--- config.mk ---
export PLATFORM = sky130hd
export DESIGN_NAME = slru_lru
export DESIGN_NICKNAME = d
export VERILOG_FILES = /design/src/rtl/core/slru_pkg.sv /design/src/rtl/core/slru_lru.sv
export SDC_FILE = /design/constraint.sdc
export NUM_CORES = 1
export LEC_CHECK = 0
export BUFFER_PORTS_ARGS = -buffer_cell sky130_fd_sc_hd__buf_2
export CAP_MARGIN = 10
export CORE_AREA = 4 4 250 252
export DETAILED_ROUTE_END_ITERATION = 6
export DIE_AREA = 0 0 254 256
export SYNTH_ARGS = -nofsm -noshare
export SYNTH_HDL_FRONTEND = slang
export SYNTH_SLANG_ARGS = --single-unit
--- constraint.sdc ---
create_clock -name vclk -period 15.61
set_input_delay 1.561 -clock vclk [all_inputs]
set_output_delay 1.561 -clock vclk [all_outputs]
set_load 0.02 [all_outputs]
--- src/rtl/core/slru_pkg.sv ---
// Shared constants, types and codes of the LRU tag directory.
package slru_pkg;

    // Directory geometry
    localparam int MAX_SETS = 256;
    localparam int MAX_WAYS = 8;
    localparam int SET_W    = $clog2(MAX_SETS);
    localparam int WAY_W    = $clog2(MAX_WAYS);
    localparam int AGE_W    = $clog2(MAX_WAYS);
    localparam int TAG_W    = 32;
    localparam int ADDR_W   = 32;
    localparam int CNT_W    = 32;

    // Register field widths
    localparam int OFF_W      = 5;
    localparam int IDXB_W     = 4;
    localparam int WAYS_W     = 4;
    localparam int CFG_IDX_W  = 2;
    localparam int CFG_DATA_W = 5;
    localparam int TSH_W      = 6;

    // Packed result width, rounded up to whole bytes
    localparam int RES_W = 1 + SET_W + 1 + TAG_W + CNT_W + CNT_W;
    localparam int OUT_W = ((RES_W + 7) / 8) * 8;

    localparam logic [AGE_W-1:0] AGE_MAX = AGE_W'(MAX_WAYS - 1);
    localparam logic [CNT_W-1:0] CNT_MAX = '1;

    // Register indexes
    localparam logic [CFG_IDX_W-1:0] CFG_OFFSET = 2'd0;
    localparam logic [CFG_IDX_W-1:0] CFG_INDEX  = 2'd1;
    localparam logic [CFG_IDX_W-1:0] CFG_WAYS   = 2'd2;

    typedef enum logic [0:0] {
        S_IDLE,
        S_LOOK
    } t_state;

    // Effective configuration (index width and ways already clamped)
    typedef struct packed {
        logic [OFF_W-1:0]  offset_bits;
        logic [IDXB_W-1:0] index_bits;
        logic [WAYS_W-1:0] ways;
    } t_cfg;

    // One set of the directory
    typedef struct packed {
        logic [MAX_WAYS-1:0][TAG_W-1:0] tag;
        logic [MAX_WAYS-1:0]            valid;
        logic [MAX_WAYS-1:0][AGE_W-1:0] age;
    } t_row;

    // Lookup outcome and the updated set
    typedef struct packed {
        logic             hit;
        logic             victim_valid;
        logic [TAG_W-1:0] victim_tag;
        t_row             row;
    } t_upd;

endpackage

--- src/rtl/core/slru_lru.sv ---
// Tag compare, way selection and true LRU age update for one set.
module slru_lru (
    input  slru_pkg::t_row                 i_row,
    input  logic [slru_pkg::TAG_W-1:0]     i_tag,
    input  logic [slru_pkg::WAYS_W-1:0]    i_ways,
    output slru_pkg::t_upd                 o_upd
);
    import slru_pkg::*;

    logic [MAX_WAYS-1:0] in_use, match, free;
    logic [WAY_W-1:0]    hit_way, free_way, vic_way, target;
    logic [AGE_W-1:0]    best, tgt_age;
    logic                hit, any_free, full;

    // Per-way flags
    always_comb begin
        for (int w = 0; w < MAX_WAYS; w++) begin
            in_use[w] = WAYS_W'(w) < i_ways;
            match[w]  = in_use[w] && i_row.valid[w] && (i_row.tag[w] == i_tag);
            free[w]   = in_use[w] && !i_row.valid[w];
        end
    end

    // Lowest matching way, lowest free way, oldest way (lowest on a tie)
    always_comb begin
        hit_way  = '0;
        free_way = '0;
        for (int w = MAX_WAYS - 1; w >= 0; w--) begin
            if (match[w])
                hit_way = WAY_W'(w);
            if (free[w])
                free_way = WAY_W'(w);
        end
        best    = '0;
        vic_way = '0;
        for (int w = 0; w < MAX_WAYS; w++) begin
            if (in_use[w] && (i_row.age[w] > best)) begin
                best    = i_row.age[w];
                vic_way = WAY_W'(w);
            end
        end
    end

    assign hit      = |match;
    assign any_free = |free;
    assign full     = !hit && !any_free;
    assign target   = hit ? hit_way : (any_free ? free_way : vic_way);
    assign tgt_age  = i_row.age[target];

    // New set contents
    always_comb begin
        o_upd.hit          = hit;
        o_upd.victim_valid = full;
        o_upd.victim_tag   = full ? i_row.tag[vic_way] : '0;
        o_upd.row          = i_row;
        for (int w = 0; w < MAX_WAYS; w++) begin
            if (WAY_W'(w) == target) begin
                o_upd.row.age[w]   = '0;
                o_upd.row.valid[w] = 1'b1;
                o_upd.row.tag[w]   = i_tag;
            end else if (in_use[w] && i_row.valid[w] && (i_row.age[w] != AGE_MAX)
                         && (!hit || (i_row.age[w] < tgt_age))) begin
                o_upd.row.age[w] = i_row.age[w] + AGE_W'(1);
            end
        end
    end

endmodule

==> results of run 1 <==
==> repair_timing <==
item / 4_1_cts / 5_1_grt
setup endpoints to repair: 0 / 234
gates resized for setup: 0 / 14
hold endpoints to repair: 0 / 0
setup buffers: 0 / 6
==> cells in the mapped netlist, drive strengths merged (19+ instances only) <==
cell / n / area [um2]
nor2: 79 / 299
mux2: 198 / 2230
a31oi: 42 / 269
nand3: 21 / 105
and2: 74 / 463
a311oi: 35 / 307
o21ai: 36 / 195
nand2: 406 / 1520
xnor2: 171 / 1500
nand4: 59 / 369
xor2: 85 / 744
inv: 28 / 105
nor4: 44 / 275
a211oi: 87 / 718
buf: 41 / 205
a21oi: 69 / 364
clkbuf: 123 / 462
ha: 38 / 475
mux2i: 19 / 190
==> metal layers <==
layer,vias to the layer above,GRT usage
met1,8121,0.365
met3,112,0.0304
met2,1085,0.484
met5,-,0
met4,4,0.0524
li1,7499,-
==> worst min path at each step <==
stage / endpoint / slack [ns] / depth (start not counted)
2_1_floorplan: o_upd[25] / 3.26 / 1
3_3_place_gp: o_upd[258] / 3.48 / 4
3_5_place_dp: o_upd[258] / 3.49 / 4
4_1_cts: o_upd[258] / 3.49 / 4
5_1_grt: o_upd[168] / 3.50 / 4
6_report: o_upd[162] / 3.49 / 4
==> critical path, delay by kind of cell <==
family          cells  cell delay, ns
compound gates     22            4.02
simple gates       19            3.23
fa+ha+maj           8            2.10
mux                 5            1.41
buf+inv             6            0.97
==> stage by stage <==
stage | instances | utilization
3_3_place_gp | 3119 | 0.266
3_5_place_dp | 3119 | 0.266
2_1_floorplan | 1803 | -
5_1_grt | 3125 | 0.268
4_1_cts | 3119 | 0.266
6_report | 3128 | 0.268
==> cell type report <==
type / instances / area, um2 / share of cell area
multi-input combinational: 1609 / 11300 / 0.700
timing repair buffer: 704 / 3740 / 0.232
tap: 782 / 978 / 0.0607
inverter: 30 / 113 / 0.00698
antenna: 3 / 7.51 / 0.000466
==> logic make-up after synthesis <==
kind of cell / share of synthesized area
mux: 0.202
buf+inv: 0.0652
simple gates: 0.303
compound gates: 0.200
xor+xnor: 0.187
fa+ha+maj: 0.0424
==> summary.md, run 1 <==
| Metric | Value |
|---|---|
| Final setup fails | 0 |
| DRT antenna net count | 0 |
| Starting density of the core | 0.199 |
| Outcome | complete, no violations |
| Row count | 90 |
| Max Slew Vio Count | 0 |
| DRC viols | 0 |
| Yosys warns | 0 |
| CTS Hold Bufs | 0 |
| HPWL after DPL | 82.1 mm |
| Relative max-transition margin | 0.177 |
| Most frequent CP cell | ha_1 |
| Number of clock buffers in the layout | 0 |
| Filler Cells Inserted | 6,845 |
| Area growth, synth to finish | 34.8% |
| CP startpoint kind | input port |
| Placer Congestion | 0.998 |
| Initial antenna violation count | 8 |
| Drt initial violations | 1,918 |
| Grt ovf | 0 |
| Worst hold slack | 3.49 ns |
| Setup tns final | 0 ns |
| Largest fanout on the critical path | 10 |
| Most common cell after layout, fill and taps aside | buf_2 |
| Share of the clock period used by the worst path | 0.953 |
| Routed wl met3 | 7.68 mm |
| Worst path slowest cell | or4_4 |
| Final wirelength | 96.7 mm |
| Final Hold Fails | 0 |
| Largest net degree at the start of global routing | 69 |
| Gr usage total | 0.276 |
| Hold path start | i_row[162] |
| Worst Tran Pin Value | 1.23 ns |
| Synth cell types | 82 |
| Fmax achieved | 67.2 MHz |
| Vias | 16,800 |
| Global-route wire length before repair | 128 mm |
| Area after DPL | 16,000 um2 |
| Type of element capturing the critical path | output port |
| Design Area, Final | 16,100 um2 |
| Die Wd | 254 um |
| Wl on met1 | 39.8 mm |
| Layout Nets | 2,707 |
| Setup ws final | 0.730 ns |
| Max Cap Violations | 0 |
| Gate Count Post-Synth | 1,803 |
| Mapped cell area | 12,000 um2 |
| Share of layout cells above drive strength 1 | 0.409 |
| Vias/cell | 5.38 |
| Worst Setup EP | o_upd[5] |
| Place WS | 0.327 ns |
| Sequential area share after synthesis | 0 |
| Mapped Nets | 2,165 |
| IO Pins | 646 |
| Register Area | 0 um2 |
| Worst EP required | 14.05 ns |
| Crit Path Class | input port to output port |
| Die Y | 256 um |
| FFs & Latches | 0 |
| Final min period | 14.88 ns |
| Worst hold path type | input port to output port |
| Core area | 60,100 um2 |
| Met2 Routed Length | 46.4 mm |
| Post-Syn Area per Cell | 6.64 um2 |
| Buffers on Ports | 646 |
| 1st-pass router iterations | 6 |
| Commonest cells after routing, fill and taps aside | buf_2 (644), nand2_1 (404), mux2_2 (198) |
| DR top layer | met5 |
| Critical Path Start | i_ways[2] |
| Vias in the first global route | 15,500 |
| CP peak stage delay | 0.59 ns |
| DIE AREA | 65,000 um2 |
| CP arrival | 13.32 ns |
| Post-DR wirelength/cell | 30.9 um |
==> run 2: changes to the inputs <==
==> constraint.sdc (replaced) <==
create_clock -name vclk -period 15.61
set_input_delay 2.3415 -clock vclk [all_inputs]
set_output_delay 2.3415 -clock vclk [all_outputs]
set_load 0.02 [all_outputs]
==> run 2 against run 1 <==
Compared with the run above:
- design area rose by 8.2%
- die area stayed put
- wire length grew 3.2%
- critical path depth unchanged
- non-clock buffer count is 73 higher
- setup slack lost 0.69 ns
- utilization is 2.2 points higher
- sequential share of layout area did not move
- via count grew 3.1%
- hold slack improved by 1.6 ns
- sequential cell count is the same
- critical path type unchanged
==> summary.md, run 2 (synthesis gave the netlist of run 1 again) <==
| Metric | Value |
|---|---|
| CTS Hold Bufs | 0 (unchanged) |
| Vias | 17,300 (+3.1%) |
| Initial antenna violation count | 13 (+5) |
| Filler Cells Inserted | 6,785 (-0.88%) |
| Vias/cell | 5.41 (+0.65%) |
| Area growth, synth to finish | 45.8% |
| DR top layer | met5 |
| Place WS | -0.252 ns (-0.579 ns) |
| Gr usage total | 0.281 (+0.00567) |
| Vias in the first global route | 15,900 (+2.8%) |
| Share of layout cells above drive strength 1 | 0.459 (+0.0495) |
| Unrepaired setup endpoints after global routing | yes |
| Largest net degree at the start of global routing | 65 (-5.8%) |
| Max Slew Vio Count | 0 (unchanged) |
| IO Pins | 646 (unchanged) |
| Worst hold path type | input port to output port |
| Setup ws final | 0.0418 ns (-0.688 ns) |
| Global-route wire length before repair | 131 mm (+2.0%) |
| Final Hold Fails | 0 (unchanged) |
| Final setup fails | 0 (unchanged) |
| Buffers on Ports | 646 (unchanged) |
| Die Wd | 254 um (unchanged) |
| DRT antenna net count | 0 (unchanged) |
| Placer Congestion | 1.04 (+4.6%) |
| Drt initial violations | 1,512 (-21%) |
| Outcome | complete, no violations |
| FFs & Latches | 0 (unchanged) |
| CP peak stage delay | 0.59 ns (about the same) |
| Register Area | 0 um2 (unchanged) |
| Fmax achieved | 64.2 MHz (-4.4%) |
| Post-DR wirelength/cell | 31.2 um (+0.74%) |
| Type of element capturing the critical path | output port |
| Wl on met1 | 39.7 mm (-0.29%) |
| Most common cell after layout, fill and taps aside | buf_2 |
| Final wirelength | 99.8 mm (+3.2%) |
| Met2 Routed Length | 48.3 mm (+3.9%) |
| Relative max-transition margin | 0.178 (+0.00138) |
| DIE AREA | 65,000 um2 (unchanged) |
| HPWL after DPL | 83.7 mm (+2.0%) |
| Largest fanout on the critical path | 6 (-4) |
| Worst EP required | 13.27 ns (-0.78 ns) |
| Starting density of the core | 0.199 (unchanged) |
| Worst Tran Pin Value | 1.22 ns (-0.00205 ns) |
| CP arrival | 13.23 ns (-0.09 ns) |
| Layout Nets | 2,781 (+2.7%) |
| Worst path slowest cell | or4_4 |
| Core area | 60,100 um2 (unchanged) |
| Max Cap Violations | 0 (unchanged) |
| CP startpoint kind | input port |
| DRC viols | 0 (unchanged) |
| Row count | 90 (unchanged) |
| Share of the clock period used by the worst path | 0.997 (+0.0441) |
| Grt ovf | 0 (unchanged) |
| Routed wl met3 | 8.97 mm (+17%) |
| Worst hold slack | 5.04 ns (+1.56 ns) |
| Final min period | 15.57 ns (+0.688 ns) |
| Number of clock buffers in the layout | 0 (unchanged) |
| Commonest cells after routing, fill and taps aside | buf_2 (624), nand2_1 (400), mux2_2 (193) |
| Die Y | 256 um (unchanged) |
| 1st-pass router iterations | 6 (unchanged) |
| Crit Path Class | input port to output port |
[run 2: cell types whose count changed in the layout (fill, tap and decap cells not counted), moves of 7 or more]
cell / previous run / this run
nor2_2: 1 / 8
a21oi_1: 64 / 53
ha_1: 38 / 29
buf_6: 0 / 19
and2_4: 1 / 8
nor2_1: 75 / 62
buf_4: 55 / 126
ha_4: 0 / 8
buf_2: 644 / 624
[run 2: layout make-up]
class,instances,area (um2),area share
Antenna cell,4,10.0,0.000574
Inverter,30,113,0.00645
Multi-Input combinational cell,1610,11900,0.682
Tap cell,782,978,0.0561
Timing Repair Buffer,777,4450,0.255
[run 2: path summary, 6_finish.rpt]
kind | startpoint | to | slack [ns] | cells past startpoint
worst max-delay path | i_ways[1] | o_upd[21] | 0.04 | 60
worst min-delay path | i_row[261] | o_upd[261] | 5.04 | 4
[run 2: metrics by stage]
stage / utilization / std cells / setup TNS (ns) / instance area, um2
after global placement: 0.277 / 3167 / -0.124 / 16600
final: 0.290 / 3203 / 0 / 17400
after CTS: 0.279 / 3178 / 0 / 16800
after detailed placement: 0.277 / 3167 / -3.01 / 16600
after global routing: 0.290 / 3200 / -5.28 / 17400
after floorplan: - / 1803 / 0 / 12200
[run 2: worst max-delay path, delay by kind of cell]
family          cells  cell delay, ns
compound gates     25            4.34
fa+ha+maj           9            2.15
buf+inv             6            0.89
mux                 4            1.07
simple gates       16            2.41
[run 2: timing repair]
action	CTS	global route
gates cloned	0	2
endpoints found under the setup margin	22	180
hold endpoints to repair	0	0
resized for setup	13	118
setup buffers	11	19
pin swaps	7	53
[run 2: layer usage]
| layer | up-vias | global-route usage |
|---|---|---|
| met5 | - | 0 |
| met4 | 4 | 0.0506 |
| met3 | 127 | 0.0390 |
| met2 | 1140 | 0.499 |
| met1 | 8424 | 0.365 |
| li1 | 7641 | - |
==> run 3: changes to the inputs <==
- CORE_AREA: 4 4 250 252 -> 4 4 249 251
- DIE_AREA: 0 0 254 256 -> 0 0 253 255
- RECOVER_POWER: default -> 50
- REMOVE_ABC_BUFFERS: default -> 1
- clock period: 15.61 -> 18.5 ns (I/O delays scaled with it)
==> run 3 against run 2 <==
Compared with the run above:
- the flow now finishes with violations (capacitance limit, slew limit)
- global-route usage fell by 1.7 points
- sequential share of layout area unchanged
- critical path type unchanged
- largest cell class unchanged
- critical path depth shrank 5
- utilization down 2.5 points
- critical endpoint is now o_upd[131]
==> summary.md, run 3 (synthesis gave the netlist of run 1 again) <==
| Metric | Value |
|---|---|
| Drt initial violations | 1,338 (-12%) |
| Area growth, synth to finish | 32.8% |
| Power per cell area | 61.5 nW/um2 |
| Vias/cell | 5.29 (-2.2%) |
| Row count | 90 (unchanged) |
| Commonest cells after routing, fill and taps aside | buf_2 (528), nand2_1 (404), mux2_2 (193) |
| VDD IR-drop max | 0.0388 mV |
| CP startpoint kind | input port |
| Relative max-transition margin | -0.600 (-0.778) |
| Worst EP required | 15.73 ns (+2.46 ns) |
| Die Y | 255 um (-0.39%) |
| Max Cap Violations | 1 (+1) |
| Number of clock buffers in the layout | 0 (unchanged) |
| Final min period | 17.83 ns |
| Buffers on Ports | 646 (unchanged) |
| Design Area, Final | 15,900 um2 (-8.9%) |
| Tot Pwr | 978 uW |
| Post-DR wirelength/cell | 29.6 um (-4.9%) |
| Share of layout cells above drive strength 1 | 0.357 (-0.102) |
| Share of the clock period used by the worst path | 0.964 |
| CP top delay family | compound AO/OA/AOI/OAI gates |
| Met1 Use GR | 0.337 (-0.0280) |
| Type of element capturing the critical path | output port |
| Unrepaired setup endpoints after global routing | no |
| Outcome | finished with violations |
| HPWL after DPL | 76.6 mm (-8.5%) |
| Die Wd | 253 um (-0.39%) |
| IO Pins | 646 (unchanged) |
| Worst Tran Pin Value | 2.40 ns (+1.18 ns) |
| Placer Congestion | 0.978 (-6.3%) |
| Place WS | 0.386 ns (+0.639 ns) |
| Register Area | 0 um2 (unchanged) |
| Worst hold path type | input port to output port |
| Most common cell after layout, fill and taps aside | buf_2 |
| Starting density of the core | 0.200 (+0.000748) |
| DIE AREA | 64,500 um2 (-0.78%) |
| Fmax achieved | 56.1 MHz |
| Leakage power | 6.78 nW |
| Met2 GRT Util | 0.483 (-0.0163) |
| 1st-pass router iterations | 5 (-1) |
| Initial antenna violation count | 7 (-6) |
| Global-route wire length before repair | 122 mm (-6.2%) |
| Area after DPL | 16,000 um2 (-3.7%) |
| DRC viols | 0 (unchanged) |
| CP bufs+invs | 6 (unchanged) |
| Max Slew Vio Count | 36 (+36) |
| CP peak stage delay | 0.99 ns (+0.40 ns) |
| Worst path slowest cell | clkbuf_2 |
| Layout Nets | 2,699 (-2.9%) |
| CP arrival | 15.05 ns (+1.82 ns) |
| Most frequent CP cell | ha_1 |
| Final wirelength | 92.4 mm (-7.4%) |
| Final setup fails | 0 (unchanged) |
| Vias in the first global route | 15,200 (-4.5%) |
| CTS Hold Bufs | 0 (unchanged) |
| Final Hold Fails | 0 (unchanged) |
| Core area | 59,900 um2 (-0.37%) |
| GR peak layer | met2 |
| Grt ovf | 0 (unchanged) |
| Gr usage total | 0.265 (-0.0167) |
| DRT antenna net count | 0 (unchanged) |
| Setup ws final | 0.673 ns (+0.631 ns) |
| Largest fanout on the critical path | 27 (+21) |
| Failing checks | capacitance limit, slew limit |
| Crit Path Class | input port to output port |
| Vias | 16,500 (-4.7%) |
| Met3 usage | 0.0290 (-0.0101) |
| Setup tns final | 0 ns (unchanged) |
| FFs & Latches | 0 (unchanged) |
| Largest net degree at the start of global routing | 70 (+7.7%) |
run 3: cell count changes in the layout (fill, tap and decap cells not counted), moves of 12 or more:
cell,previous run,this run
buf_6,19,0
a21oi_1,53,65
clkbuf_2,0,19
clkbuf_1,0,110
nor2_1,62,75
buf_2,624,528
buf_4,126,33
run 3: repair_timing:
item	in CTS	in global routing
setup buffers	0	1
hold endpoints to repair	0	0
gates resized for setup	0	9
setup endpoints to repair	0	115
run 3: per-layer routing:
metal | vias to the layer above | wire, um
met5 | - | 21
met4 | 4 | 2790
met3 | 130 | 6590
met2 | 973 | 45500
met1 | 7915 | 37600
li1 | 7494 | -
run 3: final timing paths:
| path | to | cells past startpoint | slack (ns) | startpoint |
|---|---|---|---|---|
| min | o_upd[265] | 4 | 5.91 | i_row[265] |
| max | o_upd[131] | 55 | 0.67 | i_ways[3] |
run 3: power by group:
group / switching [mW] / internal [mW]
clock network: 0 / 0.0000000218
registers: 0 / 0
logic: 0.645 / 0.332
total: 0.645 / 0.332
run 3: cell type report:
| cell class | count | area (um2) |
|---|---|---|
| tap | 782 | 978 |
| inverter | 30 | 113 |
| multi-input combinational | 1609 | 11300 |
| antenna | 3 | 7.51 |
| timing repair buffer | 696 | 3520 |
| fill | 6862 | 44000 |
run 3: metrics by stage:
stage,std cells,hold slack (ns),util
floorplan,1639,5.69,-
global placement,3116,5.91,0.267
detailed placement,3116,5.91,0.267
CTS,3116,5.91,0.267
global route,3118,5.93,0.265
finish,3120,5.91,0.265
Note: power is estimated with default switching activity, not from simulation.
