## src/rtl/core/slru_pkg.sv

```systemverilog
// Shared constants, types and codes of the LRU tag directory.
package slru_pkg;

    // Directory geometry
    localparam int MAX_SETS = 256;
    localparam int MAX_WAYS = 8;
    localparam int SET_W    = $clog2(MAX_SETS);
    localparam int WAY_W    = $clog2(MAX_WAYS);
    localparam int AGE_W    = $clog2(MAX_WAYS);
    localparam int TAG_W    = 32;
    localparam int ADDR_W   = 32;
    localparam int CNT_W    = 32;

    // Register field widths
    localparam int OFF_W      = 5;
    localparam int IDXB_W     = 4;
    localparam int WAYS_W     = 4;
    localparam int CFG_IDX_W  = 2;
    localparam int CFG_DATA_W = 5;
    localparam int TSH_W      = 6;

    // Packed result width, rounded up to whole bytes
    localparam int RES_W = 1 + SET_W + 1 + TAG_W + CNT_W + CNT_W;
    localparam int OUT_W = ((RES_W + 7) / 8) * 8;

    localparam logic [AGE_W-1:0] AGE_MAX = AGE_W'(MAX_WAYS - 1);
    localparam logic [CNT_W-1:0] CNT_MAX = '1;

    // Register indexes
    localparam logic [CFG_IDX_W-1:0] CFG_OFFSET = 2'd0;
    localparam logic [CFG_IDX_W-1:0] CFG_INDEX  = 2'd1;
    localparam logic [CFG_IDX_W-1:0] CFG_WAYS   = 2'd2;

    typedef enum logic [0:0] {
        S_IDLE,
        S_LOOK
    } t_state;

    // Effective configuration (index width and ways already clamped)
    typedef struct packed {
        logic [OFF_W-1:0]  offset_bits;
        logic [IDXB_W-1:0] index_bits;
        logic [WAYS_W-1:0] ways;
    } t_cfg;

    // One set of the directory
    typedef struct packed {
        logic [MAX_WAYS-1:0][TAG_W-1:0] tag;
        logic [MAX_WAYS-1:0]            valid;
        logic [MAX_WAYS-1:0][AGE_W-1:0] age;
    } t_row;

    // Lookup outcome and the updated set
    typedef struct packed {
        logic             hit;
        logic             victim_valid;
        logic [TAG_W-1:0] victim_tag;
        t_row             row;
    } t_upd;

endpackage

```

## src/rtl/core/slru_cfg.sv

```systemverilog
// Configuration registers with clamping of index width and ways.
module slru_cfg (
    input  logic                           i_clk,
    input  logic                           i_rst_n,
    input  logic                           i_cfg_valid,
    output logic                           o_cfg_ready,
    input  logic [slru_pkg::CFG_IDX_W-1:0] i_cfg_index,
    input  logic [slru_pkg::CFG_DATA_W-1:0] i_cfg_data,
    output slru_pkg::t_cfg                 o_cfg
);
    import slru_pkg::*;

    logic [OFF_W-1:0]  r_offset, n_offset;
    logic [IDXB_W-1:0] r_index,  n_index;
    logic [WAYS_W-1:0] r_ways,   n_ways;

    assign o_cfg_ready = 1'b1;

    // Register write decode; unknown indexes are dropped
    always_comb begin
        n_offset = r_offset;
        n_index  = r_index;
        n_ways   = r_ways;
        if (i_cfg_valid) begin
            case (i_cfg_index)
                CFG_OFFSET: n_offset = i_cfg_data[OFF_W-1:0];
                CFG_INDEX:  n_index  = i_cfg_data[IDXB_W-1:0];
                CFG_WAYS:   n_ways   = i_cfg_data[WAYS_W-1:0];
                default:    ;
            endcase
        end
    end

    always_ff @(posedge i_clk) begin
        if (!i_rst_n) begin
            r_offset <= OFF_W'(6);
            r_index  <= IDXB_W'(SET_W);
            r_ways   <= WAYS_W'(MAX_WAYS);
        end else begin
            r_offset <= n_offset;
            r_index  <= n_index;
            r_ways   <= n_ways;
        end
    end

    // Clamp to the sets and ways that exist
    always_comb begin
        o_cfg.offset_bits = r_offset;
        o_cfg.index_bits  = (r_index > IDXB_W'(SET_W)) ? IDXB_W'(SET_W) : r_index;
        if (r_ways == '0)
            o_cfg.ways = WAYS_W'(1);
        else if (r_ways > WAYS_W'(MAX_WAYS))
            o_cfg.ways = WAYS_W'(MAX_WAYS);
        else
            o_cfg.ways = r_ways;
    end

endmodule

```

## config.mk

```make
export PLATFORM = sky130hd
export DESIGN_NAME = slru_cfg
export DESIGN_NICKNAME = d
export VERILOG_FILES = /design/src/rtl/core/slru_pkg.sv /design/src/rtl/core/slru_cfg.sv
export SDC_FILE = /design/constraint.sdc
export NUM_CORES = 1
export LEC_CHECK = 0
export ABC_CLOCK_PERIOD_IN_PS = 1400
export BUFFER_PORTS_ARGS = -buffer_cell sky130_fd_sc_hd__buf_4
export CORE_AREA = 2 2 39 41
export DETAILED_ROUTE_END_ITERATION = 10
export DIE_AREA = 0 0 41 43
export PLACE_DENSITY = 0.76
export SKIP_CTS_REPAIR_TIMING = 1
export SYNTH_ARGS = -nofsm -noshare
export SYNTH_HDL_FRONTEND = slang
export SYNTH_SLANG_ARGS = --single-unit
```

## constraint.sdc

```tcl
create_clock -name i_clk -period 1.4 [get_ports i_clk]
set_input_delay 0 -clock i_clk [delete_from_list [all_inputs] [get_ports i_clk]]
set_output_delay 0 -clock i_clk [all_outputs]
set_load 0.01 [all_outputs]
```

==> impl_table.tex, run 1 <==
\begin{tabular}{lr}
\hline
Metric & Value \\
\hline
\multicolumn{2}{l}{\textbf{Die}} \\
Die height & 43 um \\
Area of the die & 0.00176 mm2 \\
X dimension of the die & 41 um \\
Initial Util & 43.9\% \\
Number of standard-cell rows in the floorplan & 14 \\
Boundary pin count & 24 \\
CORE AREA & 0.00138 mm2 \\
\multicolumn{2}{l}{\textbf{Clock tree}} \\
Number of clock sinks & 13 \\
H-tree depth reported by CTS & 1 \\
Cts bufs inserted & 3 \\
TritonCTS clock tree & done \\
Number of buffers between clock root and the deepest sink & 2 \\
Root buffer selected by CTS & sky130\_fd\_sc\_hd\_\_clkbuf\_4 \\
Clock insertion delay at the later pin of the skew report & 0.26 ns \\
Clock transition at the register clock pins on the worst setup and hold paths after CTS & 0.08 ns \\
\multicolumn{2}{l}{\textbf{Worst setup path}} \\
Cell Chain, Critical Path & o21ba\_2 > nor2\_1 > buf\_4 \\
Required time of the critical path & 1.40 ns \\
Reg-to-reg critical path startpoint & r\_ways[3] \\
FF-to-FF path depth & 2 \\
Worst setup slack for register-to-register paths & 0.73 ns \\
Critical path startpoint category & flop \\
Setup crit start & r\_ways[1] \\
Setup CP Type & reg2out \\
Endpoint kind of the worst setup timing path & primary output \\
R2R Path End & r\_ways[3] \\
Largest incremental delay on the critical path & 0.33 ns \\
Critical path fanouts, max & 3 \\
Critical path arrival & 0.99 ns \\
Library cell contributing the largest single delay on the critical path & sky130\_fd\_sc\_hd\_\_dfxtp\_1 \\
\multicolumn{2}{l}{\textbf{Drt}} \\
Via count & 477 \\
Drc violations & 0 \\
Per-cell routed wire length & 10.5 um \\
Total wire length after detailed routing & 1.06 mm \\
Number of DRC markers in iteration 0 & 3 \\
Detail Route Antenna Nets & 0 \\
Number of iterations in the first detailed-routing pass & 3 \\
Drt via density & 4.72 \\
\multicolumn{2}{l}{\textbf{Synth}} \\
Yosys top cell area share & 42.9\% \\
Post-Syn Nets & 74 \\
Predominant post-synthesis flop cell & sky130\_fd\_sc\_hd\_\_dfxtp\_1 \\
Post-synth top cells & 14 x sky130\_fd\_sc\_hd\_\_nand2\_1, 13 x sky130\_fd\_sc\_hd\_\_dfxtp\_1, 11 x sky130\_fd\_sc\_hd\_\_mux2i\_1, 8 x sky130\_fd\_sc\_hd\_\_nor2b\_1 \\
Proportion of synthesized chip area in sequential cells & 42.9\% \\
Summed instance area of the synthesized netlist & 607 um2 \\
Yosys warning total & 0 \\
Top cell type by total area after synthesis & sky130\_fd\_sc\_hd\_\_dfxtp\_1 \\
Dominant cell by count in the synthesized netlist & sky130\_fd\_sc\_hd\_\_nand2\_1 \\
Mean post-synth cell area & 9.48 um2 \\
Top cells by area in the synthesized netlist & sky130\_fd\_sc\_hd\_\_dfxtp\_1 43\%, sky130\_fd\_sc\_hd\_\_mux2i\_1 18\%, sky130\_fd\_sc\_hd\_\_nand2\_1 8.7\%, sky130\_fd\_sc\_hd\_\_nor2b\_1 8.2\%, sky130\_fd\_sc\_hd\_\_nand4bb\_1 3.7\% \\
Fraction of synthesis flops using an asynchronous set or reset pin & 0\% \\
Distinct cell type count after synthesis & 17 \\
Seq cells post-synth & 13 \\
Synthesized instance count & 64 \\
Post-synth EDFFs & 0 \\
\multicolumn{2}{l}{\textbf{STA}} \\
Final Skew & 0 ns \\
Final slew viol count & 0 \\
Share of the clock period used by the worst path after layout & 70.9\% \\
Maximum frequency from static timing analysis & 1010 MHz \\
Setup repair after global routing missed its margin & false \\
Hold violation count in the final report & 1 \\
Worst-case setup margin in the final layout & 0.407 ns \\
Tightest hold margin & -0.0150 ns \\
Sum Neg Setup Slack & 0 ns \\
Final setup violating endpoints & 0 \\
Final critical path time including I/O delays and setup & 0.993 ns \\
\multicolumn{2}{l}{\textbf{Place}} \\
Placement Setup Slack & 0.622 ns \\
Number of instances in the placed design & 96 \\
Final HPWL DP & 785 um \\
Final weighted congestion of routability-driven global placement & 0.659 \\
Total of buffers placed on input and output ports & 22 \\
Total placed instance area & 756 um2 \\
\multicolumn{2}{l}{\textbf{Global route}} \\
Vias in the first global route & 412 \\
Sum of overflow across all layers after global routing & 0 \\
First-pass GRT wire length & 1.88 mm \\
Initial antenna violation count & 0 \\
Tot GR Track Use & 15.8\% \\
Pin count of the biggest net entering global routing & 20 \\
\multicolumn{2}{l}{\textbf{Min path}} \\
Worst hold path type & in2reg \\
Startpoint of the tightest hold check path & i\_cfg\_data[4] \\
Hold Path End & r\_offset[4] \\
Cell count of the worst hold path & 3 \\
\multicolumn{2}{l}{\textbf{Pwr}} \\
Leakage dissipation & 0.364 nW \\
Highest ir drop seen on vdd & 0.490 mV \\
Overall power after layout & 0.711 mW \\
Power density over cell area & 897 mW/mm2 \\
\multicolumn{2}{l}{\textbf{Cells and area}} \\
Post-route cell area & 792 um2 \\
Fraction of layout instances using a drive strength above 1 & 31.8\% \\
Synth-to-layout area growth & 30.5\% \\
Net count of the finished layout & 96 \\
Diode insertion count for antenna repair & 0 \\
Final cell count without fillers & 101 \\
\multicolumn{2}{l}{\textbf{Flow run}} \\
Max-capacitance violation count & 0 \\
\multicolumn{2}{l}{\textbf{Status}} \\
Result of the run & finished, violations left \\
Violations in the final reports & hold timing \\
\hline
\end{tabular}
report_power, final:
group	internal, mW	switching [mW]
sequential	0.384	0.00851
clock	0.110	0.113
combinational	0.0530	0.0423
total	0.547	0.164
flip-flops by register name, indices dropped and copies added, names as in the netlist:
register  flops
r_ways        4
r_offset      5
r_index       4
worst max-delay path, delay by kind of cell (launching register included):
family,cells,cell delay (ns)
flops,1,0.33
buf+inv,1,0.12
simple gates,1,0.08
compound gates,1,0.20
placed cells by master (no fill, tap or decap):
master and count:
sky130_fd_sc_hd__buf_4 22, sky130_fd_sc_hd__nand2_1 14, sky130_fd_sc_hd__dfxtp_1 13, sky130_fd_sc_hd__mux2i_1 11, sky130_fd_sc_hd__nor2b_1 8, sky130_fd_sc_hd__clkbuf_4 3, sky130_fd_sc_hd__inv_1 2, sky130_fd_sc_hd__nand4bb_1 2
sky130_fd_sc_hd__o211ai_1 2, sky130_fd_sc_hd__o21ba_2 1, sky130_fd_sc_hd__nor2_1 1, sky130_fd_sc_hd__nor3b_4 1, sky130_fd_sc_hd__and3b_1 1, sky130_fd_sc_hd__nand3b_1 1, sky130_fd_sc_hd__conb_1 1, sky130_fd_sc_hd__clkbuf_1 1
sky130_fd_sc_hd__dlygate4sd3_1 1
stage by stage:
| step | util [%] | hold WS [ns] |
|---|---|---|
| after floorplan | - | 0.142 |
| after global placement | 54.6 | 0.260 |
| after detailed placement | 54.6 | 0.277 |
| after CTS | 56.5 | -0.0209 |
| after global routing | 57.2 | 0.0152 |
| final | 57.2 | -0.0150 |
kinds of logic (layout without fill, tap and decap cells):
kind of cell | count (synthesis) | after routing | synth area share, %
DFF | 13 | 13 | 42.9
muxes | 11 | 11 | 18.1
and+or+nand+nor | 28 | 28 | 27.0
buffers and inverters | 8 | 29 | 7.22
AOI/OAI and AO/OA | 3 | 3 | 4.12
other | 1 | 1 | 0.618
final cells by class:
| class | instances | area (um2) |
|---|---|---|
| clock buffers | 4 | 26.3 |
| fillers | 128 | 592 |
| inverters | 2 | 7.51 |
| multi-input cells | 43 | 303 |
| flip-flops and latches | 13 | 260 |
| well taps | 16 | 20.0 |
| repair buffers | 23 | 175 |
layer usage:
| layer | GRT usage (%) | part of all wire, % |
|---|---|---|
| met1 | 22.7 | 48 |
| met3 | 4.71 | 6.0 |
| met2 | 20.6 | 45 |
| met4 | 8.00 | 0.94 |
| met5 | 0 | 0 |
worst max-delay path by stage:
stage	to	depth (start not counted)
2_1_floorplan	o_cfg[0]	2
3_3_place_gp	r_offset[0]	3
3_5_place_dp	r_offset[4]	3
4_1_cts	o_cfg[0]	3
5_1_grt	o_cfg[0]	3
6_report	o_cfg[0]	3
No activity file was read; power rests on OpenSTA's default activity.
==> run 2, diff against run 1 <==
--- a/config.mk
+++ b/config.mk
@@ -5,12 +5,11 @@
 export SDC_FILE = /design/constraint.sdc
 export NUM_CORES = 1
 export LEC_CHECK = 0
-export ABC_CLOCK_PERIOD_IN_PS = 1400
+export ABC_CLOCK_PERIOD_IN_PS = 1000
 export BUFFER_PORTS_ARGS = -buffer_cell sky130_fd_sc_hd__buf_4
-export CORE_AREA = 2 2 39 41
+export CORE_UTILIZATION = 45
 export DETAILED_ROUTE_END_ITERATION = 10
-export DIE_AREA = 0 0 41 43
-export PLACE_DENSITY = 0.76
+export PLACE_DENSITY = 0.75
 export SKIP_CTS_REPAIR_TIMING = 1
 export SYNTH_ARGS = -nofsm -noshare
 export SYNTH_HDL_FRONTEND = slang
==> constraint.sdc (replaced) <==
create_clock -name i_clk -period 1 [get_ports i_clk]
set_input_delay 0 -clock i_clk [delete_from_list [all_inputs] [get_ports i_clk]]
set_output_delay 0 -clock i_clk [all_outputs]
set_load 0.01 [all_outputs]
==> run 2 against run 1 <==
  * The run still ends with hold timing left
  * Combinational power rose by 41%
  * Worst hold slack hardly changed
  * Routed wire length is 0.56% higher
  * Register-to-register slack lost 0.39 ns
  * Final cell count fell by 2.0%
  * Clock power is 46% higher
  * Non-clock buffer count stayed put
  * Power grew 42%
  * Sequential power rose by 40%
  * Clock skew is the same
  * Global-route usage grew 2.1 points
  * Critical endpoint unchanged
==> impl_table.tex, run 2 (synthesis results as in run 1) <==
\begin{tabular}{lr}
\hline
Metric & Value \\
\hline
\multicolumn{2}{l}{\textbf{Status}} \\
Result of the run & finished, violations left \\
Violations in the final reports & hold timing \\
\multicolumn{2}{l}{\textbf{Cells and area}} \\
Top register by number of flip-flops & r\_offset \\
Synth-to-layout area growth & 30.5\% \\
Number of flip-flops in the largest register & 5 \\
Commonest cells after routing, fill and taps aside & 22 x sky130\_fd\_sc\_hd\_\_buf\_4, 14 x sky130\_fd\_sc\_hd\_\_nand2\_1, 11 x sky130\_fd\_sc\_hd\_\_mux2i\_1, 11 x sky130\_fd\_sc\_hd\_\_dfxtp\_1, 8 x sky130\_fd\_sc\_hd\_\_nor2b\_1 \\
Final cell count without fillers & 99 \\
Post-route cell area & 792 um2 \\
Most common library cell in the layout ignoring fill and taps & sky130\_fd\_sc\_hd\_\_buf\_4 \\
Top Registers & r\_offset: 5 flops, r\_index: 4 flops, r\_ways: 4 flops \\
Net count of the finished layout & 96 \\
Diode insertion count for antenna repair & 0 \\
Fraction of layout instances using a drive strength above 1 & 34.1\% \\
Final core utilization & 66.8\% \\
\multicolumn{2}{l}{\textbf{Flow run}} \\
Max-capacitance violation count & 0 \\
\multicolumn{2}{l}{\textbf{Drt}} \\
Detail Route Antenna Nets & 0 \\
Drt via density & 4.88 \\
Number of DRC markers in iteration 0 & 1 \\
Total wire length after detailed routing & 1.07 mm \\
Via count & 483 \\
Drc violations & 0 \\
Number of iterations in the first detailed-routing pass & 3 \\
Per-cell routed wire length & 10.8 um \\
\multicolumn{2}{l}{\textbf{Clock tree}} \\
Cts bufs inserted & 3 \\
H-tree depth reported by CTS & 1 \\
Number of buffers between clock root and the deepest sink & 2 \\
Clock insertion delay at the later pin of the skew report & 0.27 ns \\
Clock transition at the register clock pins on the worst setup and hold paths after CTS & 0.08 ns \\
Number of clock sinks & 13 \\
TritonCTS clock tree & done \\
Root buffer selected by CTS & sky130\_fd\_sc\_hd\_\_clkbuf\_4 \\
\multicolumn{2}{l}{\textbf{STA}} \\
Final Skew & 0 ns \\
Final slew viol count & 0 \\
Sum Neg Setup Slack & 0 ns \\
Final critical path time including I/O delays and setup & 0.997 ns \\
Share of the clock period used by the worst path after layout & 99.7\% \\
Worst-case setup margin in the final layout & 0.00286 ns \\
Setup repair after global routing missed its margin & true \\
Final setup violating endpoints & 0 \\
Hold violation count in the final report & 1 \\
Tightest hold margin & -0.0147 ns \\
Maximum frequency from static timing analysis & 1000 MHz \\
\multicolumn{2}{l}{\textbf{Die}} \\
Number of standard-cell rows in the floorplan & 12 \\
Die height & 38.7 um \\
X dimension of the die & 38.7 um \\
CORE AREA & 0.00119 mm2 \\
Boundary pin count & 24 \\
Area of the die & 0.00150 mm2 \\
Initial Util & 51.2\% \\
\multicolumn{2}{l}{\textbf{Worst setup path}} \\
Critical path fanouts, max & 3 \\
Setup CP Type & reg2out \\
Reg-to-reg critical path startpoint & r\_ways[3] \\
Critical path startpoint category & flop \\
Critical path arrival & 1.00 ns \\
Endpoint kind of the worst setup timing path & primary output \\
R2R Path End & r\_ways[3] \\
Required time of the critical path & 1.00 ns \\
FF-to-FF path depth & 2 \\
Worst setup slack for register-to-register paths & 0.34 ns \\
\multicolumn{2}{l}{\textbf{Min path}} \\
Worst hold path type & in2reg \\
Cell count of the worst hold path & 3 \\
Startpoint of the tightest hold check path & i\_cfg\_data[3] \\
Hold Path End & r\_offset[3] \\
\multicolumn{2}{l}{\textbf{Global route}} \\
Sum of overflow across all layers after global routing & 0 \\
Initial antenna violation count & 0 \\
Vias in the first global route & 444 \\
First-pass GRT wire length & 1.79 mm \\
Tot GR Track Use & 17.9\% \\
Pin count of the biggest net entering global routing & 20 \\
\multicolumn{2}{l}{\textbf{Place}} \\
Number of instances in the placed design & 94 \\
Total of buffers placed on input and output ports & 22 \\
Placement Setup Slack & 0.225 ns \\
Total placed instance area & 753 um2 \\
Final HPWL DP & 803 um \\
Final weighted congestion of routability-driven global placement & 0.691 \\
\multicolumn{2}{l}{\textbf{Pwr}} \\
Overall power after layout & 1.01 mW \\
Power density over cell area & 1270 mW/mm2 \\
Highest ir drop seen on vdd & 0.873 mV \\
Leakage dissipation & 0.365 nW \\
\hline
\end{tabular}
## run 2: cell type report
| cell class | count | area [um2] |
|---|---|---|
| Clock buffer | 4 | 26.3 |
| Timing Repair Buffer | 23 | 175 |
| Inverter | 2 | 7.51 |
| Tap cell | 14 | 17.5 |
| Multi-Input combinational cell | 43 | 303 |
| Fill cell | 115 | 394 |
| Sequential cell | 13 | 263 |
## run 2: per-layer routing
metal	up-vias	global-route usage, %	part of all wire, %
met5	-	0	0
met2	17	30.0	44
met3	4	5.20	5.5
met4	0	10.3	1.6
met1	212	19.7	49
li1	250	-	-
## run 2: worst max-delay path by stage
stage	slack, ns	depth (start not counted)	from	endpoint
after floorplan	0.35	2	r_ways[1]	o_cfg[0]
after global placement	0.24	3	i_cfg_index[1]	r_offset[0]
after detailed placement	0.22	3	i_cfg_index[1]	r_offset[0]
after CTS	-0.007	3	r_ways[2]	o_cfg[0]
after global routing	-0.04	3	r_ways[1]	o_cfg[0]
final	0.003	3	r_ways[1]	o_cfg[0]
## run 2: critical path: stages (launching register included)
cell and delay [ns]:
sky130_fd_sc_hd__dfxtp_2 0.33, sky130_fd_sc_hd__o21ba_2 0.20, sky130_fd_sc_hd__nor2_1 0.08, sky130_fd_sc_hd__buf_4 0.12
## run 2: power breakdown
part / switching [mW] / total [mW] / leakage [nW] / internal [mW]
Clock: 0.171 / 0.326 / 0.0150 / 0.155
Combinational: 0.0593 / 0.134 / 0.243 / 0.0742
Sequential: 0.0122 / 0.550 / 0.107 / 0.537
Total: 0.243 / 1.01 / 0.365 / 0.766
==> run 3, diff against run 2 <==
--- a/config.mk
+++ b/config.mk
@@ -6,10 +6,11 @@
 export NUM_CORES = 1
 export LEC_CHECK = 0
 export ABC_CLOCK_PERIOD_IN_PS = 1000
-export BUFFER_PORTS_ARGS = -buffer_cell sky130_fd_sc_hd__buf_4
-export CORE_UTILIZATION = 45
+export CORE_AREA = 2 2 39 41
 export DETAILED_ROUTE_END_ITERATION = 10
-export PLACE_DENSITY = 0.75
+export DIE_AREA = 0 0 41 43
+export DONT_BUFFER_PORTS = 1
+export GPL_TIMING_DRIVEN = 1
 export SKIP_CTS_REPAIR_TIMING = 1
 export SYNTH_ARGS = -nofsm -noshare
 export SYNTH_HDL_FRONTEND = slang
==> run 3 against run 2 <==
  * The run still ends with hold timing left
  * Critical endpoint unchanged
  * Critical path type unchanged
  * Count of clock-buffer cells in the layout unchanged
  * Core utilization fell by 20 points
  * Power fell by 6.3%
  * Combinational power shrank 46%
  * Sequential share of layout area up 6.9 points
  * Final cell count is 18% lower
==> impl_table.tex, run 3 (synthesis results as in run 1) <==
\begin{tabular}{lr}
\hline
Metric & Value \\
\hline
\multicolumn{2}{l}{\textbf{Status}} \\
Result of the run & finished, violations left \\
Violations in the final reports & hold timing \\
\multicolumn{2}{l}{\textbf{Die}} \\
Number of standard-cell rows in the floorplan & 14 \\
Die height & 43 um \\
Boundary pin count & 24 \\
Area of the die & 0.00176 mm2 \\
CORE AREA & 0.00138 mm2 \\
X dimension of the die & 41 um \\
Initial Util & 43.9\% \\
\multicolumn{2}{l}{\textbf{Worst setup path}} \\
Largest incremental delay on the critical path & 0.32 ns \\
Endpoint kind of the worst setup timing path & primary output \\
Setup CP Type & reg2out \\
Critical path fanouts, max & 3 \\
R2R Path End & r\_ways[3] \\
Cell Chain, Critical Path & o21ba\_2 > nor2\_2 \\
Worst setup slack for register-to-register paths & 0.29 ns \\
Critical path arrival & 0.93 ns \\
Critical path startpoint category & flop \\
FF-to-FF path depth & 2 \\
Library cell contributing the largest single delay on the critical path & sky130\_fd\_sc\_hd\_\_dfxtp\_1 \\
Reg-to-reg critical path startpoint & r\_ways[3] \\
Required time of the critical path & 1.00 ns \\
\multicolumn{2}{l}{\textbf{Place}} \\
Final HPWL DP & 742 um \\
Number of instances in the placed design & 74 \\
Final weighted congestion of routability-driven global placement & 0.683 \\
Total of buffers placed on input and output ports & 0 \\
\multicolumn{2}{l}{\textbf{Min path}} \\
Hold Path End & r\_offset[1] \\
Startpoint of the tightest hold check path & i\_rst\_n \\
Worst hold path type & in2reg \\
Cell count of the worst hold path & 1 \\
\multicolumn{2}{l}{\textbf{Global route}} \\
Tot GR Track Use & 14.6\% \\
Sum of overflow across all layers after global routing & 0 \\
Vias in the first global route & 370 \\
First-pass GRT wire length & 1.64 mm \\
Initial antenna violation count & 0 \\
Pin count of the biggest net entering global routing & 20 \\
\multicolumn{2}{l}{\textbf{Drt}} \\
Number of DRC markers in iteration 0 & 3 \\
Detail Route Antenna Nets & 0 \\
Per-cell routed wire length & 12.2 um \\
Via count & 400 \\
Drc violations & 0 \\
Total wire length after detailed routing & 989 um \\
Drt via density & 4.94 \\
Number of iterations in the first detailed-routing pass & 2 \\
\multicolumn{2}{l}{\textbf{Pwr}} \\
Highest ir drop seen on vdd & 0.716 mV \\
Leakage dissipation & 0.263 nW \\
Overall power after layout & 0.945 mW \\
Power density over cell area & 1460 mW/mm2 \\
\multicolumn{2}{l}{\textbf{STA}} \\
Final Skew & 0 ns \\
Hold violation count in the final report & 13 \\
Final setup violating endpoints & 0 \\
Tightest hold margin & -0.185 ns \\
Final slew viol count & 0 \\
Final critical path time including I/O delays and setup & 0.932 ns \\
Maximum frequency from static timing analysis & 1070 MHz \\
Sum Neg Setup Slack & 0 ns \\
Setup repair after global routing missed its margin & false \\
Share of the clock period used by the worst path after layout & 93.2\% \\
\multicolumn{2}{l}{\textbf{Cells and area}} \\
Most common library cell in the layout ignoring fill and taps & sky130\_fd\_sc\_hd\_\_nand2\_1 \\
Fillers & 139 \\
Net count of the finished layout & 76 \\
Fraction of layout instances using a drive strength above 1 & 9.23\% \\
Top Registers & r\_offset: 5 flops, r\_index: 4 flops, r\_ways: 4 flops \\
Diode insertion count for antenna repair & 0 \\
Number of flip-flops in the largest register & 5 \\
Final cell count without fillers & 81 \\
Synth-to-layout area growth & 7.01\% \\
Commonest cells after routing, fill and taps aside & 14 x sky130\_fd\_sc\_hd\_\_nand2\_1, 13 x sky130\_fd\_sc\_hd\_\_dfxtp\_1, 11 x sky130\_fd\_sc\_hd\_\_mux2i\_1, 8 x sky130\_fd\_sc\_hd\_\_nor2b\_1 \\
Top register by number of flip-flops & r\_offset \\
\multicolumn{2}{l}{\textbf{Clock tree}} \\
Clock transition at the register clock pins on the worst setup and hold paths after CTS & 0.08 ns \\
Number of buffers between clock root and the deepest sink & 2 \\
Cts bufs inserted & 3 \\
TritonCTS clock tree & done \\
H-tree depth reported by CTS & 1 \\
Clock insertion delay at the later pin of the skew report & 0.27 ns \\
Number of clock sinks & 13 \\
Root buffer selected by CTS & sky130\_fd\_sc\_hd\_\_clkbuf\_4 \\
\multicolumn{2}{l}{\textbf{Flow run}} \\
Max-capacitance violation count & 0 \\
\hline
\end{tabular}
run 3: cell types whose count changed in the layout (fill, tap and decap cells not counted):
cell	delta
sky130_fd_sc_hd__buf_4	-22
sky130_fd_sc_hd__dfxtp_1	+2
sky130_fd_sc_hd__dfxtp_2	-2
sky130_fd_sc_hd__dlygate4sd3_1	+2
sky130_fd_sc_hd__nor2_1	-1
sky130_fd_sc_hd__nor2_2	+1
run 3: layer usage:
layer,part of all wire [%],GRT usage [%],vias up
met3,7.9,6.81,2
met2,47,18.4,12
met1,44,17.9,179
met4,0.91,12.0,0
li1,-,-,207
met5,0,0,-
run 3: stage by stage:
step	util (%)	worst slack, ns	cell area [um2]
detailed placement	42.7	0.293	591
global route	46.9	0.00408	649
finish	46.9	0.0685	649
floorplan	-	0.347	607
CTS	44.6	0.00875	617
global placement	42.7	0.291	591
run 3: area by class of cell:
class / instances / area, um2 / area share (%)
tap: 16 / 20.0 / 3.08
sequential: 13 / 260 / 40.1
inverter: 2 / 7.51 / 1.16
timing repair buffer: 3 / 30.0 / 4.62
clock buffer: 4 / 26.3 / 4.05
multi-input combinational: 43 / 305 / 47.0
run 3: worst max-delay path: cells and delay by family, from the launching register on:
| family | cells | cell delay [ns] |
|---|---|---|
| compound gates | 1 | 0.21 |
| flops | 1 | 0.32 |
| simple gates | 1 | 0.13 |
run 3: how the worst max path moves through the flow:
| stage | start | depth (start not counted) | end | slack [ns] |
|---|---|---|---|---|
| after CTS | r_ways[1] | 2 | o_cfg[0] | 0.009 |
| after global routing | r_index[3] | 1 | o_cfg[6] | 0.004 |
| after global placement | r_index[3] | 2 | r_index[3] | 0.29 |
| after detailed placement | r_index[3] | 2 | r_index[3] | 0.29 |
| after floorplan | r_ways[1] | 2 | o_cfg[0] | 0.35 |
| final | r_ways[1] | 2 | o_cfg[0] | 0.07 |
run 3: report_power, final:
group | internal, mW | leakage, nW | switching (mW)
registers | 0.537 | 0.106 | 0.0185
logic | 0.0426 | 0.142 | 0.0296
clock network | 0.154 | 0.0150 | 0.163
